`config.mk`:
```
export PLATFORM = sky130hd
export DESIGN_NAME = multi_sensor_obstacle_debouncer
export DESIGN_NICKNAME = d
export VERILOG_FILES = /design/src/design/msod_pkg.sv /design/src/design/msod_front.sv /design/src/design/msod_queue.sv /design/src/design/msod_back.sv /design/src/design/multi_sensor_obstacle_debouncer.sv
export SDC_FILE = /design/constraint.sdc
export NUM_CORES = 1
export LEC_CHECK = 0
export BUFFER_PORTS_ARGS = -buffer_cell sky130_fd_sc_hd__buf_4
export CAP_MARGIN = 10
export CORE_UTILIZATION = 59
export DETAILED_ROUTE_END_ITERATION = 16
export GPL_TIMING_DRIVEN = 1
export PLACE_DENSITY_LB_ADDON = 0.3
export SETUP_SLACK_MARGIN = 0.1
export SLEW_MARGIN = 10
export SYNTH_ARGS = -nofsm -noshare
export SYNTH_HDL_FRONTEND = slang
export SYNTH_SLANG_ARGS = --single-unit
```
`constraint.sdc`:
```
create_clock -name clk -period 6.7 [get_ports clk]
set_input_delay 1.34 -clock clk [delete_from_list [all_inputs] [get_ports clk]]
set_output_delay 1.34 -clock clk [all_outputs]
set_load 0.1 [all_outputs]
```
`src/design/msod_pkg.sv`:
```
// ----------------------------------------------------------------------------
// msod_pkg
// Shared types and codes of the multi-sensor obstacle debouncer.
// ----------------------------------------------------------------------------
package msod_pkg;

	localparam int IDX_W  = 3;   // sensor index field
	localparam int DIST_W = 13;  // distance in 1/16 cm
	localparam int RUN_W  = 4;   // debounce run counter
	localparam int LIM_W  = 5;   // sensor limit, holds up to 31
	localparam int THR_W  = 9;   // threshold in cm
	localparam int CFG_W  = 9;   // config write data
	localparam int CFGI_W = 2;   // config register index

	// input opcodes
	localparam logic [2:0] OPC_SAMPLE = 3'd0;
	localparam logic [2:0] OPC_START  = 3'd1;
	localparam logic [2:0] OPC_STOP   = 3'd2;
	localparam logic [2:0] OPC_CLEAR  = 3'd3;
	localparam logic [2:0] OPC_RSTAT  = 3'd4;

	// measurement status
	localparam logic [1:0] ST_OK      = 2'd0;
	localparam logic [1:0] ST_TIMEOUT = 2'd1;

	// result event kinds
	localparam logic [1:0] EV_NONE   = 2'd0;
	localparam logic [1:0] EV_DETECT = 2'd1;
	localparam logic [1:0] EV_CLEAR  = 2'd2;

	// run modes as reported
	localparam logic [1:0] MODE_STOPPED  = 2'd0;
	localparam logic [1:0] MODE_RUNNING  = 2'd1;
	localparam logic [1:0] MODE_OBSTACLE = 2'd2;

	// config register indexes
	localparam logic [CFGI_W-1:0] CFG_ACTIVE   = 2'd0;
	localparam logic [CFGI_W-1:0] CFG_THRESH   = 2'd1;
	localparam logic [CFGI_W-1:0] CFG_DEBOUNCE = 2'd2;

	localparam logic [RUN_W-1:0]  RUN_SAT  = 4'd15;
	localparam logic [DIST_W-1:0] DIST_MAX = 13'd8191;

	// classified commands
	typedef enum logic [2:0] {
		CMD_NOP,
		CMD_SAMPLE,
		CMD_START,
		CMD_STOP,
		CMD_CLEAR,
		CMD_RSTAT
	} cmd_t;

	// one classified beat, front to back
	typedef struct packed {
		cmd_t              op;
		logic              upd;      // status ok or timeout: sensor gets updated
		logic              close;    // closer than the threshold
		logic              last;     // round end
		logic [IDX_W-1:0]  idx;
		logic [DIST_W-1:0] dist_q4;  // timeout already replaced
	} item_t;

endpackage

```
`src/design/msod_front.sv`:
```
// ----------------------------------------------------------------------------
// msod_front
// Decodes an input beat and classifies the sample against the threshold.
// ----------------------------------------------------------------------------
module msod_front (
	input  logic [2:0]                   opcode,
	input  logic [msod_pkg::IDX_W-1:0]   sensor_index,
	input  logic [1:0]                   measure_status,
	input  logic [msod_pkg::DIST_W-1:0]  distance_q4,
	input  logic                         last_in_round,
	input  logic [msod_pkg::LIM_W-1:0]   limit,
	input  logic [msod_pkg::THR_W-1:0]   threshold_cm,
	output msod_pkg::item_t              item
);

	logic [msod_pkg::DIST_W-1:0] thr_q4;
	logic [msod_pkg::THR_W:0]    thr_p1;
	logic [msod_pkg::DIST_W:0]   tmo_q4;
	logic [msod_pkg::DIST_W-1:0] tmo_sat;
	logic                        in_range;

	always_comb begin
		thr_q4   = {threshold_cm, 4'b0000};
		thr_p1   = {1'b0, threshold_cm} + 10'd1;
		tmo_q4   = {thr_p1, 4'b0000};
		tmo_sat  = tmo_q4[msod_pkg::DIST_W] ? msod_pkg::DIST_MAX : tmo_q4[msod_pkg::DIST_W-1:0];
		in_range = {2'b00, sensor_index} < limit;

		item.upd     = (measure_status == msod_pkg::ST_OK) ||
		               (measure_status == msod_pkg::ST_TIMEOUT);
		item.close   = (measure_status == msod_pkg::ST_OK) && (distance_q4 < thr_q4);
		item.last    = last_in_round;
		item.idx     = sensor_index;
		item.dist_q4 = (measure_status == msod_pkg::ST_TIMEOUT) ? tmo_sat : distance_q4;

		case (opcode)
			msod_pkg::OPC_SAMPLE: item.op = in_range ? msod_pkg::CMD_SAMPLE : msod_pkg::CMD_NOP;
			msod_pkg::OPC_START:  item.op = msod_pkg::CMD_START;
			msod_pkg::OPC_STOP:   item.op = msod_pkg::CMD_STOP;
			msod_pkg::OPC_CLEAR:  item.op = msod_pkg::CMD_CLEAR;
			msod_pkg::OPC_RSTAT:  item.op = msod_pkg::CMD_RSTAT;
			default:              item.op = msod_pkg::CMD_NOP;
		endcase
	end

endmodule

```
`src/design/msod_queue.sv`:
```
// ----------------------------------------------------------------------------
// msod_queue
// Two-entry queue of classified beats between front and back.
// ----------------------------------------------------------------------------
module msod_queue (
	input  logic            clk,
	input  logic            arst_n,
	input  logic            push,
	input  msod_pkg::item_t push_item,
	input  logic            pop,
	output msod_pkg::item_t pop_item,
	output logic            full,
	output logic            empty
);

	msod_pkg::item_t mem_q [2];
	logic            wr_q;
	logic            rd_q;
	logic [1:0]      count_q;

	assign full     = count_q == 2'd2;
	assign empty    = count_q == 2'd0;
	assign pop_item = mem_q[rd_q];

	always_ff @(posedge clk) begin
		if (push) begin
			mem_q[wr_q] <= push_item;
		end
	end

	always_ff @(posedge clk or negedge arst_n) begin
		if (!arst_n) begin
			wr_q    <= 1'b0;
			rd_q    <= 1'b0;
			count_q <= 2'd0;
		end else begin
			if (push) begin
				wr_q <= ~wr_q;
			end
			if (pop) begin
				rd_q <= ~rd_q;
			end
			case ({push, pop})
				2'b10:   count_q <= count_q + 2'd1;
				2'b01:   count_q <= count_q - 2'd1;
				default: count_q <= count_q;
			endcase
		end
	end

endmodule

```
`src/design/msod_back.sv`:
```
// ----------------------------------------------------------------------------
// msod_back
// Applies classified beats to the sensor and mode state; result register.
// ----------------------------------------------------------------------------
module msod_back #(
	parameter int MAX_SENSORS = 8,
	parameter int STAT_WIDTH  = 32
) (
	input  logic                        clk,
	input  logic                        arst_n,
	input  logic                        q_empty,
	input  msod_pkg::item_t             cmd,
	output logic                        pop,
	input  logic [msod_pkg::LIM_W-1:0]  limit,
	input  logic [msod_pkg::RUN_W-1:0]  debounce_needed,
	output logic                        out_valid,
	input  logic                        out_stall,
	output logic [1:0]                  event_kind,
	output logic [msod_pkg::IDX_W-1:0]  event_sensor,
	output logic [msod_pkg::DIST_W-1:0] event_distance_q4,
	output logic                        stop_motors,
	output logic [1:0]                  run_mode,
	output logic [STAT_WIDTH-1:0]       poll_count,
	output logic [STAT_WIDTH-1:0]       obstacle_count,
	output logic [STAT_WIDTH-1:0]       false_positive_total
);

	logic [msod_pkg::RUN_W-1:0] run_q [MAX_SENSORS];
	logic [MAX_SENSORS-1:0]     act_q;
	logic [1:0]                 mode_q;
	logic [STAT_WIDTH-1:0]      polls_q, det_q, fp_q;
	logic                       out_valid_q;

	logic [MAX_SENSORS-1:0]     sel, mask, act_nx;
	logic [msod_pkg::RUN_W-1:0] run_old, run_inc, run_new;
	logic                       act_old, go, detect, clr_ev, fp_hit, any;
	logic [1:0]                 mode_nx, kind_nx;
	logic                       stop_nx;
	logic [STAT_WIDTH-1:0]      polls_nx, det_nx, fp_nx;

	assign pop       = !q_empty && (!out_valid_q || !out_stall);
	assign out_valid = out_valid_q;

	always_comb begin
		run_old = '0;
		act_old = 1'b0;
		for (int i = 0; i < MAX_SENSORS; i++) begin
			sel[i]  = {1'b0, cmd.idx} == 4'(i);
			mask[i] = 5'(i) < limit;
			if (sel[i]) begin
				run_old = run_q[i];
				act_old = act_q[i];
			end
		end
		run_inc = (run_old == msod_pkg::RUN_SAT) ? run_old : run_old + 4'd1;
		go      = cmd.op == msod_pkg::CMD_SAMPLE && mode_q != msod_pkg::MODE_STOPPED;

		detect = 1'b0;
		clr_ev = 1'b0;
		fp_hit = 1'b0;
		if (cmd.close) begin
			run_new = run_inc;
			detect  = go && cmd.upd && run_inc >= debounce_needed && !act_old;
		end else begin
			run_new = '0;
			fp_hit  = go && cmd.upd && run_old != '0 && run_old < debounce_needed;
			clr_ev  = go && cmd.upd && act_old;
		end

		for (int i = 0; i < MAX_SENSORS; i++) begin
			act_nx[i] = act_q[i];
			if (sel[i] && detect) begin
				act_nx[i] = 1'b1;
			end else if (sel[i] && clr_ev) begin
				act_nx[i] = 1'b0;
			end
		end
		any = |(act_nx & mask);

		mode_nx = mode_q;
		stop_nx = 1'b0;
		case (cmd.op)
			msod_pkg::CMD_SAMPLE: begin
				if (go && cmd.last) begin
					if (any && mode_q != msod_pkg::MODE_OBSTACLE) begin
						mode_nx = msod_pkg::MODE_OBSTACLE;
						stop_nx = 1'b1;
					end else if (!any && mode_q == msod_pkg::MODE_OBSTACLE) begin
						mode_nx = msod_pkg::MODE_RUNNING;
					end
				end
			end
			msod_pkg::CMD_START: begin
				if (mode_q == msod_pkg::MODE_STOPPED) begin
					mode_nx = msod_pkg::MODE_RUNNING;
				end
			end
			msod_pkg::CMD_STOP:  mode_nx = msod_pkg::MODE_STOPPED;
			msod_pkg::CMD_CLEAR: begin
				if (mode_q == msod_pkg::MODE_OBSTACLE) begin
					mode_nx = msod_pkg::MODE_RUNNING;
				end
			end
			default: mode_nx = mode_q;
		endcase

		if (cmd.op == msod_pkg::CMD_RSTAT) begin
			polls_nx = '0;
			det_nx   = '0;
			fp_nx    = '0;
		end else begin
			polls_nx = polls_q + STAT_WIDTH'(go && cmd.last);
			det_nx   = det_q + STAT_WIDTH'(detect);
			fp_nx    = fp_q + STAT_WIDTH'(fp_hit);
		end

		kind_nx = detect ? msod_pkg::EV_DETECT : (clr_ev ? msod_pkg::EV_CLEAR : msod_pkg::EV_NONE);
	end

	// sensor, mode and statistics state
	always_ff @(posedge clk or negedge arst_n) begin
		if (!arst_n) begin
			for (int i = 0; i < MAX_SENSORS; i++) begin
				run_q[i] <= '0;
			end
			act_q       <= '0;
			mode_q      <= msod_pkg::MODE_STOPPED;
			polls_q     <= '0;
			det_q       <= '0;
			fp_q        <= '0;
			out_valid_q <= 1'b0;
		end else begin
			if (pop) begin
				for (int i = 0; i < MAX_SENSORS; i++) begin
					if (cmd.op == msod_pkg::CMD_CLEAR && mask[i]) begin
						run_q[i] <= '0;
						act_q[i] <= 1'b0;
					end else if (sel[i] && go && cmd.upd) begin
						run_q[i] <= run_new;
						act_q[i] <= act_nx[i];
					end
				end
				mode_q  <= mode_nx;
				polls_q <= polls_nx;
				det_q   <= det_nx;
				fp_q    <= fp_nx;
			end
			if (pop) begin
				out_valid_q <= 1'b1;
			end else if (!out_stall) begin
				out_valid_q <= 1'b0;
			end
		end
	end

	// result payload
	always_ff @(posedge clk) begin
		if (pop) begin
			event_kind           <= kind_nx;
			event_sensor         <= (kind_nx != msod_pkg::EV_NONE) ? cmd.idx : '0;
			event_distance_q4    <= (kind_nx != msod_pkg::EV_NONE) ? cmd.dist_q4 : '0;
			stop_motors          <= stop_nx;
			run_mode             <= mode_nx;
			poll_count           <= polls_nx;
			obstacle_count       <= det_nx;
			false_positive_total <= fp_nx;
		end
	end

endmodule

```
`src/design/multi_sensor_obstacle_debouncer.sv`:
```
// ----------------------------------------------------------------------------
// multi_sensor_obstacle_debouncer
// Per-sensor debounced obstacle detection with run mode and statistics.
// ----------------------------------------------------------------------------
// Usage:
//  - Input channel (in_valid/in_stall): one beat is a ranging sample or a
//    start/stop/clear/reset-stats command. Every beat gives one result beat.
//  - Output channel (out_valid/out_stall): event edge, stop_motors pulse,
//    run mode and the three statistics counters as they stand after the beat.
//  - Config channel (cfg_valid/cfg_ready): cfg_ready is always high; index 0
//    active sensors, 1 threshold in cm, 2 debounce count. Write when idle.
//  - Path: an accepted beat goes into the queue, then into the result register.
//  - Throughput: one beat per cycle while the receiver does not stall. The front
//    decodes and compares the distance combinationally into a two-entry queue;
//    the back updates the sensor state and loads the result register together.
//  - Stall: when the receiver stalls, the result register holds, the back
//    stops draining, and in_stall rises once both queue entries are filled.
//  - Reset: queue empty, all sensors idle, mode stopped, counters zero,
//    config back to 1 sensor, 30 cm, 3 samples.
// ----------------------------------------------------------------------------
module multi_sensor_obstacle_debouncer #(
	parameter int MAX_SENSORS = 8,
	parameter int STAT_WIDTH  = 32
) (
	input  logic                          clk,
	input  logic                          arst_n,
	// sample / command beats
	input  logic                          in_valid,
	output logic                          in_stall,
	input  logic [2:0]                    opcode,
	input  logic [msod_pkg::IDX_W-1:0]    sensor_index,
	input  logic [1:0]                    measure_status,
	input  logic [msod_pkg::DIST_W-1:0]   distance_q4,
	input  logic                          last_in_round,
	// result beats
	output logic                          out_valid,
	input  logic                          out_stall,
	output logic [1:0]                    event_kind,
	output logic [msod_pkg::IDX_W-1:0]    event_sensor,
	output logic [msod_pkg::DIST_W-1:0]   event_distance_q4,
	output logic                          stop_motors,
	output logic [1:0]                    run_mode,
	output logic [STAT_WIDTH-1:0]         poll_count,
	output logic [STAT_WIDTH-1:0]         obstacle_count,
	output logic [STAT_WIDTH-1:0]         false_positive_total,
	// config writes
	input  logic                          cfg_valid,
	output logic                          cfg_ready,
	input  logic [msod_pkg::CFGI_W-1:0]   cfg_index,
	input  logic [msod_pkg::CFG_W-1:0]    cfg_data
);

	logic [3:0]                 active_sensors_q;
	logic [msod_pkg::THR_W-1:0] threshold_cm_q;
	logic [msod_pkg::RUN_W-1:0] debounce_needed_q;
	logic [msod_pkg::LIM_W-1:0] limit;

	msod_pkg::item_t front_item, back_item;
	logic            q_full, q_empty, q_pop, q_push;

	assign cfg_ready = 1'b1;

	// config registers; unknown indexes are dropped
	always_ff @(posedge clk or negedge arst_n) begin
		if (!arst_n) begin
			active_sensors_q  <= 4'd1;
			threshold_cm_q    <= 9'd30;
			debounce_needed_q <= 4'd3;
		end else if (cfg_valid && cfg_ready) begin
			case (cfg_index)
				msod_pkg::CFG_ACTIVE:   active_sensors_q  <= cfg_data[3:0];
				msod_pkg::CFG_THRESH:   threshold_cm_q    <= cfg_data;
				msod_pkg::CFG_DEBOUNCE: debounce_needed_q <= cfg_data[3:0];
				default:                ;
			endcase
		end
	end

	// polled sensor count: zero acts as one, clamp to the sensors built
	always_comb begin
		if (active_sensors_q == 4'd0) begin
			limit = 5'd1;
		end else if ({1'b0, active_sensors_q} > 5'(MAX_SENSORS)) begin
			limit = 5'(MAX_SENSORS);
		end else begin
			limit = {1'b0, active_sensors_q};
		end
	end

	assign in_stall = q_full;
	assign q_push   = in_valid && !in_stall;

	msod_front u_front (
		.opcode         (opcode),
		.sensor_index   (sensor_index),
		.measure_status (measure_status),
		.distance_q4    (distance_q4),
		.last_in_round  (last_in_round),
		.limit          (limit),
		.threshold_cm   (threshold_cm_q),
		.item           (front_item)
	);

	msod_queue u_queue (
		.clk       (clk),
		.arst_n    (arst_n),
		.push      (q_push),
		.push_item (front_item),
		.pop       (q_pop),
		.pop_item  (back_item),
		.full      (q_full),
		.empty     (q_empty)
	);

	msod_back #(
		.MAX_SENSORS (MAX_SENSORS),
		.STAT_WIDTH  (STAT_WIDTH)
	) u_back (
		.clk                  (clk),
		.arst_n               (arst_n),
		.q_empty              (q_empty),
		.cmd                  (back_item),
		.pop                  (q_pop),
		.limit                (limit),
		.debounce_needed      (debounce_needed_q),
		.out_valid            (out_valid),
		.out_stall            (out_stall),
		.event_kind           (event_kind),
		.event_sensor         (event_sensor),
		.event_distance_q4    (event_distance_q4),
		.stop_motors          (stop_motors),
		.run_mode             (run_mode),
		.poll_count           (poll_count),
		.obstacle_count       (obstacle_count),
		.false_positive_total (false_positive_total)
	);

endmodule

```
**After elaboration in Yosys (flattened, before gate mapping)**

Memories as Yosys holds them, arrays and structs flattened.
Index checks and enable logic that the tools add are counted.

- Register bits after elaboration: 277
- Bits of input ports: 38
- Output and inout bits: 120
- Memories: 1
- Bits in writable memories: 44
- Word-level logic and storage cells: 270

- Eq/ne operators: 26
- Bitwise operators: 3
- $lt $le $gt $ge: 13
- Mux-type cells: 92
- Reduce and logical (&&, ||, !) cells: 93
- $add $sub $neg: 7

Memories:

| memory | words | width | rd ports | clocked after memory_dff | write ports | line | RTL |
|---|---|---|---|---|---|---|---|
| u_queue.mem_q | 2 | 22 | 1 | 0 | 1 | msod_queue.sv:16 | `msod_pkg::item_t mem_q [2];` |

Operator list:

| operator | number |
|---|---|
| 2-to-1 mux 4 bit | 28 |
| adder 32 x 1 -> 32 bit | 3 |
| 2-to-1 mux 32 bit | 3 |
| logical AND 1 bit | 53 |
| 2-to-1 mux 1 bit | 49 |
| 2-to-1 mux 13 bit | 2 |
| AND reduction 2 bit | 12 |
| nonzero test 2 bit | 11 |
| == test 3 bit (second input constant) | 7 |
| == test 3 x 2 -> 1 bit (second input constant) | 6 |
| < comparator 3 x 4 -> 1 bit (first input constant) | 4 |
| one-hot mux 3 bit (5 select lines) | 1 |
| 2-to-1 mux 2 bit | 7 |
| < comparator 13 bit | 1 |
| adder 9 x 1 -> 10 bit (second input constant) | 1 |
| == test 3 x 1 -> 1 bit (second input constant) | 3 |
| bitwise AND 8 bit | 1 |
| == test 2 bit (second input constant) | 4 |
| logical NOT 2 bit | 4 |
| < comparator 1 x 4 -> 1 bit (first input constant) | 2 |
| < comparator 2 x 4 -> 1 bit (first input constant) | 2 |
| one-hot mux 2 bit (4 select lines) | 1 |
| OR reduction 8 bit | 1 |
| == test 2 x 1 -> 1 bit (second input constant) | 3 |
| 17 further kinds | 25 |

**Longest topological paths before layout**

Gate-level depths: netlist of run 1.
An unclocked memory read counts as a cell.

- Depth in word-level cells: 26
- Depth in mapped cells: 28
- Mapped depth without buffers: 26

**Hierarchy**

From an unflattened synthesis of run 1, not the netlist that was laid out.

- Cell total of the unflattened synthesis: 1,460
- Area, all modules: 15,797.7 um2

Modules (own cells, without submodules):

| module | times used | seq. area each (um2) | cells an instance | area an instance (um2) |
|---|---|---|---|---|
| msod_back | 1 | 6,991.7 | 1,227 | 12,630.9 |
| msod_queue | 1 | 1,421.4 | 84 | 1,776.7 |
| multi_sensor_obstacle_debouncer | 1 | 434.2 | 46 | 723.2 |
| msod_front | 1 | 0.0 | 103 | 666.9 |

**Worst setup path before layout of run 1**

Ideal clock, no wire load.

- Kind: register -> register
- Start point: reg u_queue.rd_q
- End point: reg u_back.obstacle_count[28] (data pin)
- Setup time: 0.266 ns
- Path slack: 1.053 ns
- Path buffers: 2
- Period minus slack after synthesis: 5.647 ns
- Arrival time: 5.381 ns
- Required time: 6.434 ns
- Cell stages (with the launch flop): 28
- Cell sequence: dfrtp_1 -> buf_6 -> mux2i_4 -> buf_6 -> mux2_1 -> a221oi_1 -> a31oi_1 -> a21oi_1 -> o21ai_2 -> ha_1 -> nand3_2 -> mux2i_2 -> inv_1 -> ha_1 -> a2111oi_0 -> a221o_2 -> nor3_1 -> nand2b_1 -> inv_1 -> ha_1 -> ha_1 -> nand2_1 -> or2_2 -> nor2_1 -> and3_1 -> and3_1 -> xnor2_1 -> nor2_1

- Longest elaborated chain between the ends: 18
- Elaborated cells on any way between the ends: 39
- Those cells by class: add/sub (2); order compare (1); eq/ne (10); mux (19); reduce/logical (6); memory (1)

Ends and longest elaborated chain:

| element | line | RTL |
|---|---|---|
| from (decl) | msod_queue.sv:18 | `logic rd_q;` |
| from (signal assigned) | msod_queue.sv:41 | `rd_q <= ~rd_q;` |
| memory (2 x 22 bit) * | n/a |  |
| logical NOT 3 bit | msod_back.sv:48 | `sel[i] = {1'b0, cmd.idx} == 4'(i);` |
| 2-to-1 mux 4 bit (8 in a row) | msod_back.sv:50 | `if (sel[i]) begin` |
| adder 4 x 1 -> 4 bit or == test 4 bit (tied branches) | msod_back.sv:55 | `run_inc = (run_old == msod_pkg::RUN_SAT) ? run_old : run_old + 4'd1;` |
| 2-to-1 mux 4 bit | msod_back.sv:55 |  |
| >= comparator 4 bit | msod_back.sv:63 | `detect = go && cmd.upd && run_inc >= debounce_needed && !act_old;` |
| logical AND 1 bit (2 in a row) | msod_back.sv:63 |  |
| 2-to-1 mux 1 bit * | msod_back.sv:61 | `if (cmd.close) begin` |
| net u_back.detect | msod_back.sv:36 | `logic act_old, go, detect, clr_ev, fp_hit, any;` |
| adder 32 x 1 -> 32 bit * | msod_back.sv:113 | `det_nx = det_q + STAT_WIDTH'(detect);` |
| 2-to-1 mux 32 bit * | msod_back.sv:107 | `if (cmd.op == msod_pkg::CMD_RSTAT) begin` |
| net u_back.det_nx[28] | msod_back.sv:39 | `logic [STAT_WIDTH-1:0] polls_nx, det_nx, fp_nx;` |
| to (signal assigned) | msod_back.sv:165 | `obstacle_count <= det_nx;` |
| to (decl) | msod_back.sv:24 | `output logic [STAT_WIDTH-1:0] obstacle_count,` |

Mark *: on every way through the listed nets, which the timed path passes. The rest lies on a longest branch.
A chain may end at the register's enable or synchronous reset.

**Final worst setup path of run 1**

- Start point: reg u_queue.rd_q
- End point: reg u_back.obstacle_count[30] (data pin)

The elaborated chain is that of the path after synthesis.

==> results of run 1 <==
## how the worst min path moves through the flow
stage / from / end
final: u_back.det_q[21]$_DFFE_PN0P_ / u_back.det_q[21]$_DFFE_PN0P_
after global routing: u_back.det_q[21]$_DFFE_PN0P_ / u_back.det_q[21]$_DFFE_PN0P_
after CTS: u_back.det_q[21]$_DFFE_PN0P_ / u_back.det_q[21]$_DFFE_PN0P_
after detailed placement: u_back.det_q[21]$_DFFE_PN0P_ / u_back.det_q[21]$_DFFE_PN0P_
after global placement: u_back.run_q[24]$_DFFE_PN0P_ / u_back.run_q[24]$_DFFE_PN0P_
after floorplan: u_back.run_q[24]$_DFFE_PN0P_ / u_back.run_q[24]$_DFFE_PN0P_
## critical path, cell delays in order, from the launching register on
cell and delay, ns:
dfrtp_2 0.50, buf_6 0.34, mux2_4 0.43, o21ai_0 0.16, a31oi_1 0.11, a21oi_1 0.18
o21ai_1 0.17, ha_1 0.28, nor2_1 0.11, mux2_4 0.23, inv_1 0.06, ha_1 0.26
o21ai_0 0.10, a221o_2 0.48, nor3_1 0.29, nand2b_1 0.11, inv_1 0.13, ha_1 0.25
ha_1 0.25, nand2_1 0.10, or2_2 0.35, nor2_1 0.12, buf_4 0.14, and3_1 0.23
and3_1 0.24, xnor2_1 0.14, nor2_1 0.06
## metrics by stage
stage / area [um2] / setup WS (ns) / total power, W / instances / util [%]
3_3_place_gp: 16900 / 0.696 / 0.00653 / 1870 / 65.2
6_report: 18100 / 0.581 / 0.00846 / 1932 / 69.6
4_1_cts: 18100 / 0.505 / 0.00848 / 1932 / 69.6
2_1_floorplan: 15500 / 1.05 / 0.00576 / 1432 / -
3_5_place_dp: 16900 / 0.524 / 0.00659 / 1870 / 65.2
5_1_grt: 18100 / 0.127 / 0.00880 / 1932 / 69.6
## cell families (layout without fill, tap and decap cells)
kind of cell	after synthesis	in the layout	synth area share (%)
simple gates	553	553	16.1
flops	321	321	56.9
compound gates	273	273	11.7
xor+xnor	100	100	5.68
buf+inv	97	262	2.94
mux	60	60	4.46
fa+ha+maj	27	27	2.17
other cells	1	1	0.0241
## state kept, by name, summed over array words and instances (netlist names), 2 cells and up
signal / flops
active_sensors_q: 4
u_back.det_q: 32
u_queue.count_q: 2
u_back.false_positive_total: 32
u_back.fp_q: 32
u_queue.mem_q: 44
u_back.obstacle_count: 32
u_back.poll_count: 32
u_back.polls_q: 32
u_back.run_mode: 2
u_back.act_q: 8
u_back.event_distance_q4: 13
debounce_needed_q: 4
u_back.event_kind: 2
u_back.event_sensor: 3
threshold_cm_q: 9
u_back.run_q: 32
u_back.mode_q: 2
## layer usage
metal | share of wire (%) | vias to the layer above
li1 | - | 5409
met1 | 43 | 5607
met2 | 49 | 378
met3 | 5.3 | 73
met4 | 2.7 | 0
met5 | 0 | -
## cell type report
cell class              count  area (um2)  share of cell area (%)
multi-input cells        1014        6280                    34.7
well taps                 335         419                    2.32
clock inverters            18         149                   0.823
inverters                  30         118                   0.650
flip-flops and latches    321        8850                    48.9
clock buffers              44         982                    5.43
repair buffers            170        1300                    7.17
## synth_stat cells (5+ instances only)
cell type / number
o21ai_0: 77
edfxtp_1: 161
clkbuf_1: 51
nor3_1: 19
xnor2_1: 46
nand2_1: 195
dfstp_2: 7
and4_1: 6
a21o_1: 14
or3_1: 5
dfrtp_1: 153
and3_1: 35
nor2b_1: 7
o31ai_1: 79
mux2_2: 31
a31oi_1: 15
a22o_1: 13
nand2b_1: 11
buf_4: 5
and2_1: 10
a21oi_1: 21
mux2i_1: 20
o21ai_1: 16
nor2_1: 177
xor2_1: 53
nand4_1: 16
nand3_1: 47
ha_1: 27
inv_1: 27
## report_power, final
group / internal, W / switching (W) / leakage (nW)
clock: 0.00112 / 0.000769 / 0.551
combinational: 0.000792 / 0.00294 / 3.37
sequential: 0.00260 / 0.000244 / 3.75
total: 0.00451 / 0.00395 / 7.67
==> flow_summary_export.csv, run 1 <==
group,metric,value,unit
run_status,status,"finished clean",
logic_synthesis,synth_area,15500,um2
grt,grt_start_max_net_pins,178,
flow_run,maxCapViolCount,0,
worst_setup_path,worstSetupPathType,"flop to flop",
logic_synthesis,synthTopCellsByArea,"edfxtp_1 31%, dfrtp_1 25%, nand2_1 4.7%",
route,ant_nets,0,
worst_setup_path,cp_max_fo,30,
floorplanning,core,26000,um2
timing,rsz0062_at_grt,"false",
timing,hold_viol,0,
worst_setup_path,r2r_end,"u_back.obstacle_count[30]$_DFFE_PP_",
grt,grt-busiest-layer,"met2",
logic_synthesis,synth-async-reset-ratio,49.8,%
layout,fillers,1868,
timing,worst_hold_slack,0.487,ns
clock_network,cts_tree,"done",
route,vias,11500,
floorplanning,fp.dieW,164,um
route,post-route-drc-count,0,
clock_network,hold_buffers,0,
grt,grt_pass1_wl,57.8,mm
floorplanning,die_y,164,um
clock_network,cts_made_buffers,35,
layout,num_antenna_cells,0,
grt,grt_overflow,0,
timing,setup_tns,0,ns
logic_synthesis,synth-edff-count,161,
grt,grt_usage,27.3,%
logic_synthesis,synth_top_area_cell,"edfxtp_1",
worst_setup_path,cp_data_required_time,6.92,ns
place,place.gp.congestion,0.940,
logic_synthesis,synthDominantCellAreaShare,31.1,%
layout,area_delta_synth_final,16.3,%
power_and_ir_drop,power_density,468,nW/um2
timing,slew_headroom,23.9,%
layout,finalNetCount,1637,
route,drt_first_pass_iters,5,
clock_network,clock_path_buffers,3,
floorplanning,row_count,59,
floorplanning,initial_core_util,59.8,%
worst_setup_path,timing.rr.start,"u_queue.rd_q$_DFFE_PN0P_",
clock_network,post_cts_resize_count,0,
timing,clock_skew,0.0135,ns
worst_setup_path,crit_start,"u_queue.rd_q$_DFFE_PN0P_",
timing,worstMarginPinSlew,1.14,ns
hold_path,hold_path_depth,2,
worst_setup_path,arrival,6.34,ns
route,drt-initial-drc-count,945,
clock_network,clk_latency,0.50,ns
grt,use_met3,3.89,%
timing,fin_crit_sh,91.3,%
floorplanning,die_area,27000,um2
worst_setup_path,end_kind,"flop",
worst_setup_path,rrSetupSlack,0.58,ns
logic_synthesis,ys_seq_elements,321,
route,drt-vias-per-instance,5.94,
worst_setup_path,reg2reg_depth,26,
timing,setup_viol,0,
route,routed_wl,36.0,mm
grt,met1_usage,36.4,%
logic_synthesis,synthFlopType,"edfxtp_1",
timing,max_freq,0.163,GHz
power_and_ir_drop,ir_drop,0.000422,V
clock_network,post_cts_buffers,0,
logic_synthesis,synthCells,1432,
route,wl_per_cell,18.7,um
logic_synthesis,synth-seq-area-share,56.9,%
grt,antenna_found_initial,0,
clock_network,htreeDepth,2,
grt,grt_pass1_vias,11200,
place,io_buffers,156,
layout,layout_commonest_cell,"nand2_1",
timing,fin_crit,6.12,ns
worst_setup_path,critPathLaunchType,"flop",
power_and_ir_drop,power.leakage,7.67,nW
worst_setup_path,cp-endpoint,"u_back.obstacle_count[30]$_DFFE_PP_",
timing,report.final.slew_viol_count,0,
logic_synthesis,avgSynthCellArea,10.9,um2
grt,grt.met2_usage,46.0,%
place,place_hpwl,24.3,mm
logic_synthesis,ys.warnings.count,0,
hold_path,hold_path.class,"flop to flop",
layout,mostFrequentLayoutCells,"195 x nand2_1, 176 x nor2_1, 167 x buf_4, 161 x edfxtp_1, 152 x dfrtp_1",
clock_network,path_clk_slew,0.06,ns
clock_network,ctsRootBufferMaster,"clkbuf_16",
logic_synthesis,yosysUniqueCellTypes,77,
clock_network,clock_sinks,321,
floorplanning,ios,158,
layout,drive_above_1_share,18.7,%
logic_synthesis,postSynthNetCount,1497,
(Power assumes the default switching activity.)
==> run 2: changes to the inputs <==
--- a/config.mk
+++ b/config.mk
@@ -7,7 +7,9 @@
 export LEC_CHECK = 0
 export BUFFER_PORTS_ARGS = -buffer_cell sky130_fd_sc_hd__buf_4
 export CAP_MARGIN = 10
-export CORE_UTILIZATION = 59
+export CELL_PAD_IN_SITES_DETAIL_PLACEMENT = 0
+export CELL_PAD_IN_SITES_GLOBAL_PLACEMENT = 2
+export CORE_UTILIZATION = 39
 export DETAILED_ROUTE_END_ITERATION = 16
 export GPL_TIMING_DRIVEN = 1
 export PLACE_DENSITY_LB_ADDON = 0.3
==> run 2 against run 1 <==
Die area up 51%. Worst setup slack better by 0.066 ns. Clock skew up 0.0094 ns. Via count down 3.7%. Combinational power about the same. Largest cell class unchanged. Highest routed layer unchanged. Sequential share of layout area down 0.56 points. Register-to-register slack better by 0.07 ns. Global-route usage down 9.1 points. Utilization down 23 points. Cell area up 1.2%.
==> flow_summary_export.csv, run 2 (synthesis gave the netlist of run 1 again) <==
group,metric,value,unit
run_status,status,"finished clean",
power_and_ir_drop,seqPwrFrac,33.7,%
floorplanning,initial_core_util,39.9,%
clock_network,post_cts_resize_count,0,
route,vias,11000,
power_and_ir_drop,power_frac_comb,44.2,%
power_and_ir_drop,p_int,0.00449,W
layout,area_delta_synth_final,17.7,%
floorplanning,core,39000,um2
place,dp_slack,0.415,ns
grt,grt_start_max_net_pins,178,
layout,drive_above_1_share,18.6,%
flow_run,maxCapViolCount,0,
route,routed_wl,37.0,mm
route,drt-vias-per-instance,5.21,
clock_network,clock_sinks,321,
worst_setup_path,arrival,6.31,ns
timing,report.final.slew_viol_count,0,
floorplanning,die_area,40700,um2
timing,setup_ws,0.647,ns
route,drt_first_pass_iters,5,
place,place.gp.congestion,0.851,
grt,grt_overflow,0,
timing,slew_headroom,24.7,%
worst_setup_path,timing.rr.start,"u_queue.rd_q$_DFFE_PN0P_",
hold_path,hp-start,"u_back.polls_q[19]$_DFFE_PN0P_",
grt,grt_pass1_wl,58.9,mm
place,placedCellCount,2054,
worst_setup_path,cp_max_fo,13,
power_and_ir_drop,swShare,46.9,%
layout,num_antenna_cells,0,
route,ant_nets,0,
layout,finalNetCount,1640,
clock_network,clock_path_buffers,3,
clock_network,cts_tree,"done",
floorplanning,fp.dieW,202,um
route,wl_per_cell,17.5,um
floorplanning,die_y,202,um
layout,final_area,18300,um2
worst_setup_path,crit_start,"u_queue.rd_q$_DFFE_PN0P_",
route,drt-initial-drc-count,627,
route,post-route-drc-count,0,
power_and_ir_drop,power.leakage,7.66,nW
clock_network,hold_buffers,0,
floorplanning,row_count,72,
clock_network,post_cts_buffers,0,
layout,largest_reg_flops,44,
power_and_ir_drop,ir_drop,0.000268,V
timing,clock_skew,0.0229,ns
grt,antenna_found_initial,0,
worst_setup_path,end_kind,"flop",
layout,layout_commonest_cell,"nand2_1",
clock_network,ctsRootBufferMaster,"clkbuf_16",
timing,worst_hold_slack,0.481,ns
place,io_buffers,156,
layout,mostFrequentLayoutCells,"195 x nand2_1, 175 x nor2_1, 169 x buf_4, 161 x edfxtp_1, 152 x dfrtp_1",
place,place_hpwl,25.0,mm
grt,grt_pass1_vias,10500,
hold_path,hold_path.class,"flop to flop",
grt,grt_usage,18.2,%
timing,rsz0062_at_grt,"false",
floorplanning,ios,158,
clock_network,htreeDepth,2,
timing,max_freq,0.165,GHz
layout,top_register,"u_queue.mem_q",
worst_setup_path,critPathLaunchType,"flop",
clock_network,clk_latency,0.54,ns
place,place_area,17200,um2
worst_setup_path,cp_data_required_time,6.96,ns
timing,fin_crit,6.05,ns
worst_setup_path,worstSetupPathType,"flop to flop",
power_and_ir_drop,power_density,461,nW/um2
timing,hold_viol,0,
timing,worstMarginPinSlew,1.13,ns
layout,final_cells,2119,
timing,setup_viol,0,
power_and_ir_drop,power.share.clock,22.1,%
clock_network,cts_made_buffers,37,
timing,setup_tns,0,ns
clock_network,path_clk_slew,0.06,ns
timing,fin_crit_sh,90.3,%
power_and_ir_drop,power_switching,0.00396,W
run 2: cell count changes in the layout (fill, tap and decap cells not counted), sizes merged:
cell	change
buf	+1
clkinvlp	-1
clkbuf	+7
bufinv	-1
inv	-1
clkinv	-1
run 2: power groups by stage:
stage / registers (W) / clock network, W / logic, W
global route: 0.00289 / 0.00200 / 0.00395
finish: 0.00285 / 0.00186 / 0.00373
global placement: 0.00289 / 0 / 0.00373
detailed placement: 0.00289 / 0 / 0.00376
CTS: 0.00285 / 0.00192 / 0.00376
floorplan: 0.00447 / 0 / 0.00129
run 2: cell type report:
class	count	area [um2]
timing repair buffer	171	1300
sequential	321	8850
tap	518	648
inverter	30	118
fill	3620	20700
multi-input combinational	1014	6270
clock inverter	14	92.6
clock buffer	51	1020
run 2: worst max-delay path: stages (launching register included):
cell      delay (ns)
dfrtp_2         0.50
mux2_4          0.41
mux2_2          0.29
a221oi_1        0.26
a31oi_1         0.07
a21oi_1         0.17
o21ai_1         0.17
ha_1            0.29
nor2_1          0.11
mux2_4          0.23
inv_1           0.06
ha_1            0.26
o21ai_0         0.08
a221o_2         0.47
nor3_2          0.24
nand2b_1        0.11
inv_1           0.13
ha_1            0.26
ha_1            0.25
nand2_1         0.10
or2_2           0.35
nor2_2          0.25
and3_1          0.27
and3_1          0.24
xnor2_1         0.14
nor2_1          0.06
run 2: per-layer routing:
metal / GRT usage, % / wire length, um / up-vias
li1: - / - / 5409
met1: 26.8 / 18200 / 5343
met2: 27.3 / 16500 / 224
met3: 3.35 / 1540 / 61
met4: 5.36 / 801 / 0
met5: 0 / 0 / -
run 2: metrics by stage:
step	utilization (%)	power [W]
after floorplan	-	0.00576
after global placement	44.0	0.00662
after detailed placement	44.0	0.00665
after CTS	46.9	0.00854
after global routing	46.9	0.00884
final	46.9	0.00844
run 2: final timing paths:
kind | end | slack, ns | cells past startpoint
max in group asynchronous | u_back.fp_q[10]$_DFFE_PN0P_ | 4.62 | 2
min in group asynchronous | u_back.polls_q[20]$_DFFE_PN0P_ | 0.77 | 1
hold / removal | u_back.polls_q[19]$_DFFE_PN0P_ | 0.48 | 2
setup reg to reg | u_back.obstacle_count[30]$_DFFE_PP_ | 0.65 | 25
hold reg to reg | u_back.polls_q[19]$_DFFE_PN0P_ | 0.48 | 2
setup / recovery | u_back.obstacle_count[30]$_DFFE_PP_ | 0.65 | 25
==> run 3: changes to the inputs <==
--- a/config.mk
+++ b/config.mk
@@ -9,7 +9,7 @@
 export CAP_MARGIN = 10
 export CELL_PAD_IN_SITES_DETAIL_PLACEMENT = 0
 export CELL_PAD_IN_SITES_GLOBAL_PLACEMENT = 2
-export CORE_UTILIZATION = 39
+export CORE_UTILIZATION = 42
 export DETAILED_ROUTE_END_ITERATION = 16
 export GPL_TIMING_DRIVEN = 1
 export PLACE_DENSITY_LB_ADDON = 0.3
==> constraint.sdc (replaced) <==
create_clock -name clk -period 7.15 [get_ports clk]
set_input_delay 1.43 -clock clk [delete_from_list [all_inputs] [get_ports clk]]
set_output_delay 1.43 -clock clk [all_outputs]
set_load 0.1 [all_outputs]
==> run 3 against run 2 <==
Sequential power down 6%. Final cell count down 2.1%. Worst setup slack better by 0.065 ns. Critical endpoint unchanged. Largest power group unchanged.
==> flow_summary_export.csv, run 3 (synthesis gave the netlist of run 1 again) <==
group,metric,value,unit
grt,grt_usage,19.9,%
place,place.gp.congestion,0.880,
power_and_ir_drop,p_int,0.00443,W
route,routed_wl,37.3,mm
route,vias,11100,
route,post-route-drc-count,0,
power_and_ir_drop,power_density,444,nW/um2
worst_setup_path,rrSetupSlack,0.71,ns
layout,num_antenna_cells,0,
grt,grt_pass1_wl,59.6,mm
timing,clock_skew,0.0135,ns
worst_setup_path,reg2reg_depth,23,
timing,worstMarginPinSlew,1.07,ns
timing,fin_crit_sh,90.0,%
place,place_hpwl,25.5,mm
power_and_ir_drop,ir_drop,0.000287,V
clock_network,clock_sinks,321,
clock_network,path_clk_slew,0.06,ns
layout,drive_above_1_share,19.2,%
hold_path,hold_path.class,"flop to flop",
clock_network,htreeDepth,2,
timing,max_freq,0.155,GHz
power_and_ir_drop,seqPwrFrac,32.7,%
place,place_area,17100,um2
floorplanning,row_count,70,
floorplanning,core,36500,um2
worst_setup_path,r2r_end,"u_back.obstacle_count[30]$_DFFE_PP_",
worst_setup_path,crit_start,"u_queue.rd_q$_DFFE_PN0P_",
route,drt_first_pass_iters,5,
clock_network,clk_latency,0.54,ns
grt,antenna_found_initial,0,
grt,grt_pass1_vias,10700,
worst_setup_path,arrival,6.71,ns
route,ant_nets,0,
floorplanning,fp.dieW,194,um
grt,grt_start_max_net_pins,97,
clock_network,ctsRootBufferMaster,"clkbuf_16",
route,drt-vias-per-instance,5.36,
worst_setup_path,critPathLaunchType,"flop",
timing,hold_viol,0,
floorplanning,die_area,37800,um2
layout,layout_commonest_cell,"nand2_1",
hold_path,hp-start,"u_back.polls_q[19]$_DFFE_PN0P_",
worst_setup_path,timing.rr.start,"u_queue.rd_q$_DFFE_PN0P_",
power_and_ir_drop,swShare,45.9,%
worst_setup_path,cp_max_fo,12,
worst_setup_path,worstSetupPathType,"flop to flop",
clock_network,cts_tree,"done",
floorplanning,ios,158,
power_and_ir_drop,power.leakage,7.76,nW
clock_network,cts_made_buffers,39,
route,drt-initial-drc-count,673,
place,io_buffers,156,
timing,setup_tns,0,ns
layout,largest_reg_flops,44,
layout,final_area,18400,um2
layout,mostFrequentLayoutCells,"195 x nand2_1, 175 x nor2_1, 169 x buf_4, 161 x edfxtp_1, 152 x dfrtp_1",
worst_setup_path,cp_data_required_time,7.42,ns
timing,setup_viol,0,
hold_path,hold_end,"u_back.polls_q[19]$_DFFE_PN0P_",
power_and_ir_drop,power.share.clock,24.7,%
clock_network,clock_path_buffers,3,
layout,top_register,"u_queue.mem_q",
run_status,status,"finished clean",
flow_run,maxCapViolCount,0,
layout,area_delta_synth_final,18.6,%
timing,fin_crit,6.44,ns
timing,report.final.slew_viol_count,0,
route,wl_per_cell,18.0,um
timing,slew_headroom,26.7,%
power_and_ir_drop,power_switching,0.00376,W
timing,rsz0062_at_grt,"false",
layout,finalNetCount,1642,
worst_setup_path,end_kind,"flop",
floorplanning,die_y,194,um
floorplanning,initial_core_util,42.6,%
power_and_ir_drop,power_frac_comb,42.6,%
grt,grt_overflow,0,
hold_path,hold_path_depth,2,
run 3: power groups by stage:
stage / Sequential [W] / Combinational, W / Clock [W]
finish: 0.00268 / 0.00349 / 0.00202
global route: 0.00272 / 0.00370 / 0.00214
CTS: 0.00268 / 0.00349 / 0.00207
detailed placement: 0.00271 / 0.00349 / 0
global placement: 0.00271 / 0.00347 / 0
floorplan: 0.00419 / 0.00121 / 0
run 3: per-layer routing:
| layer | wire length, um | part of all wire, % | vias to the layer above | global-route usage, % |
|---|---|---|---|---|
| li1 | - | - | 5424 | - |
| met1 | 17600 | 47 | 5339 | 28.4 |
| met3 | 2010 | 5.4 | 61 | 3.87 |
| met4 | 869 | 2.3 | 0 | 6.29 |
| met2 | 16800 | 45 | 295 | 30.6 |
| met5 | 0 | 0 | - | 0 |
run 3: area by class of cell:
type                       instances  area, um2
timing repair buffer             170       1280
clock inverter                    17        223
fill                            3284      18100
clock buffer                      53       1090
sequential                       321       8850
inverter                          30        118
multi-input combinational       1015       6300
tap                              468        586
run 3: what timing repair did:
action	CTS	global route
hold buffers	0	0
gates resized for setup	0	3
buffers inserted	0	2
setup endpoints to repair	0	8
run 3: worst max-delay path by stage:
stage	to	slack, ns	cells after the start
floorplan	u_back.obstacle_count[28]$_DFFE_PP_	1.50	27
global placement	u_back.obstacle_count[30]$_DFFE_PP_	0.67	25
detailed placement	u_back.obstacle_count[30]$_DFFE_PP_	0.46	25
CTS	u_back.obstacle_count[30]$_DFFE_PP_	0.46	25
global route	u_back.obstacle_count[30]$_DFFE_PP_	0.11	23
finish	u_back.obstacle_count[30]$_DFFE_PP_	0.71	23
run 3: per-stage QoR:
step | worst slack, ns | hold WS (ns) | utilization, % | cells | total power (W)
detailed placement | 0.458 | 0.468 | 46.8 | 2001 | 0.00620
finish | 0.712 | 0.480 | 50.5 | 2074 | 0.00819
global placement | 0.673 | 0.461 | 46.8 | 2001 | 0.00617
floorplan | 1.50 | 0.443 | - | 1432 | 0.00539
global route | 0.105 | 0.510 | 50.5 | 2074 | 0.00855
CTS | 0.464 | 0.481 | 50.4 | 2071 | 0.00825
run 3: worst max-delay path, cell delays in order (launching register included):
cell and delay, ns:
dfrtp_2 0.53, mux2i_1 0.92, nor3_2 0.26, nand2_1 0.16
o21ai_1 0.14, ha_1 0.28, nand3_2 0.16, mux2i_2 0.25
inv_1 0.06, ha_1 0.27, a2111oi_0 0.09, a221o_2 0.39
nor3_1 0.29, nand2b_1 0.26, inv_1 0.18, ha_1 0.26
ha_1 0.26, nand2_1 0.10, or2_2 0.35, nor2_2 0.25
and3_1 0.28, and3_1 0.24, xnor2_1 0.13, nor2_1 0.05
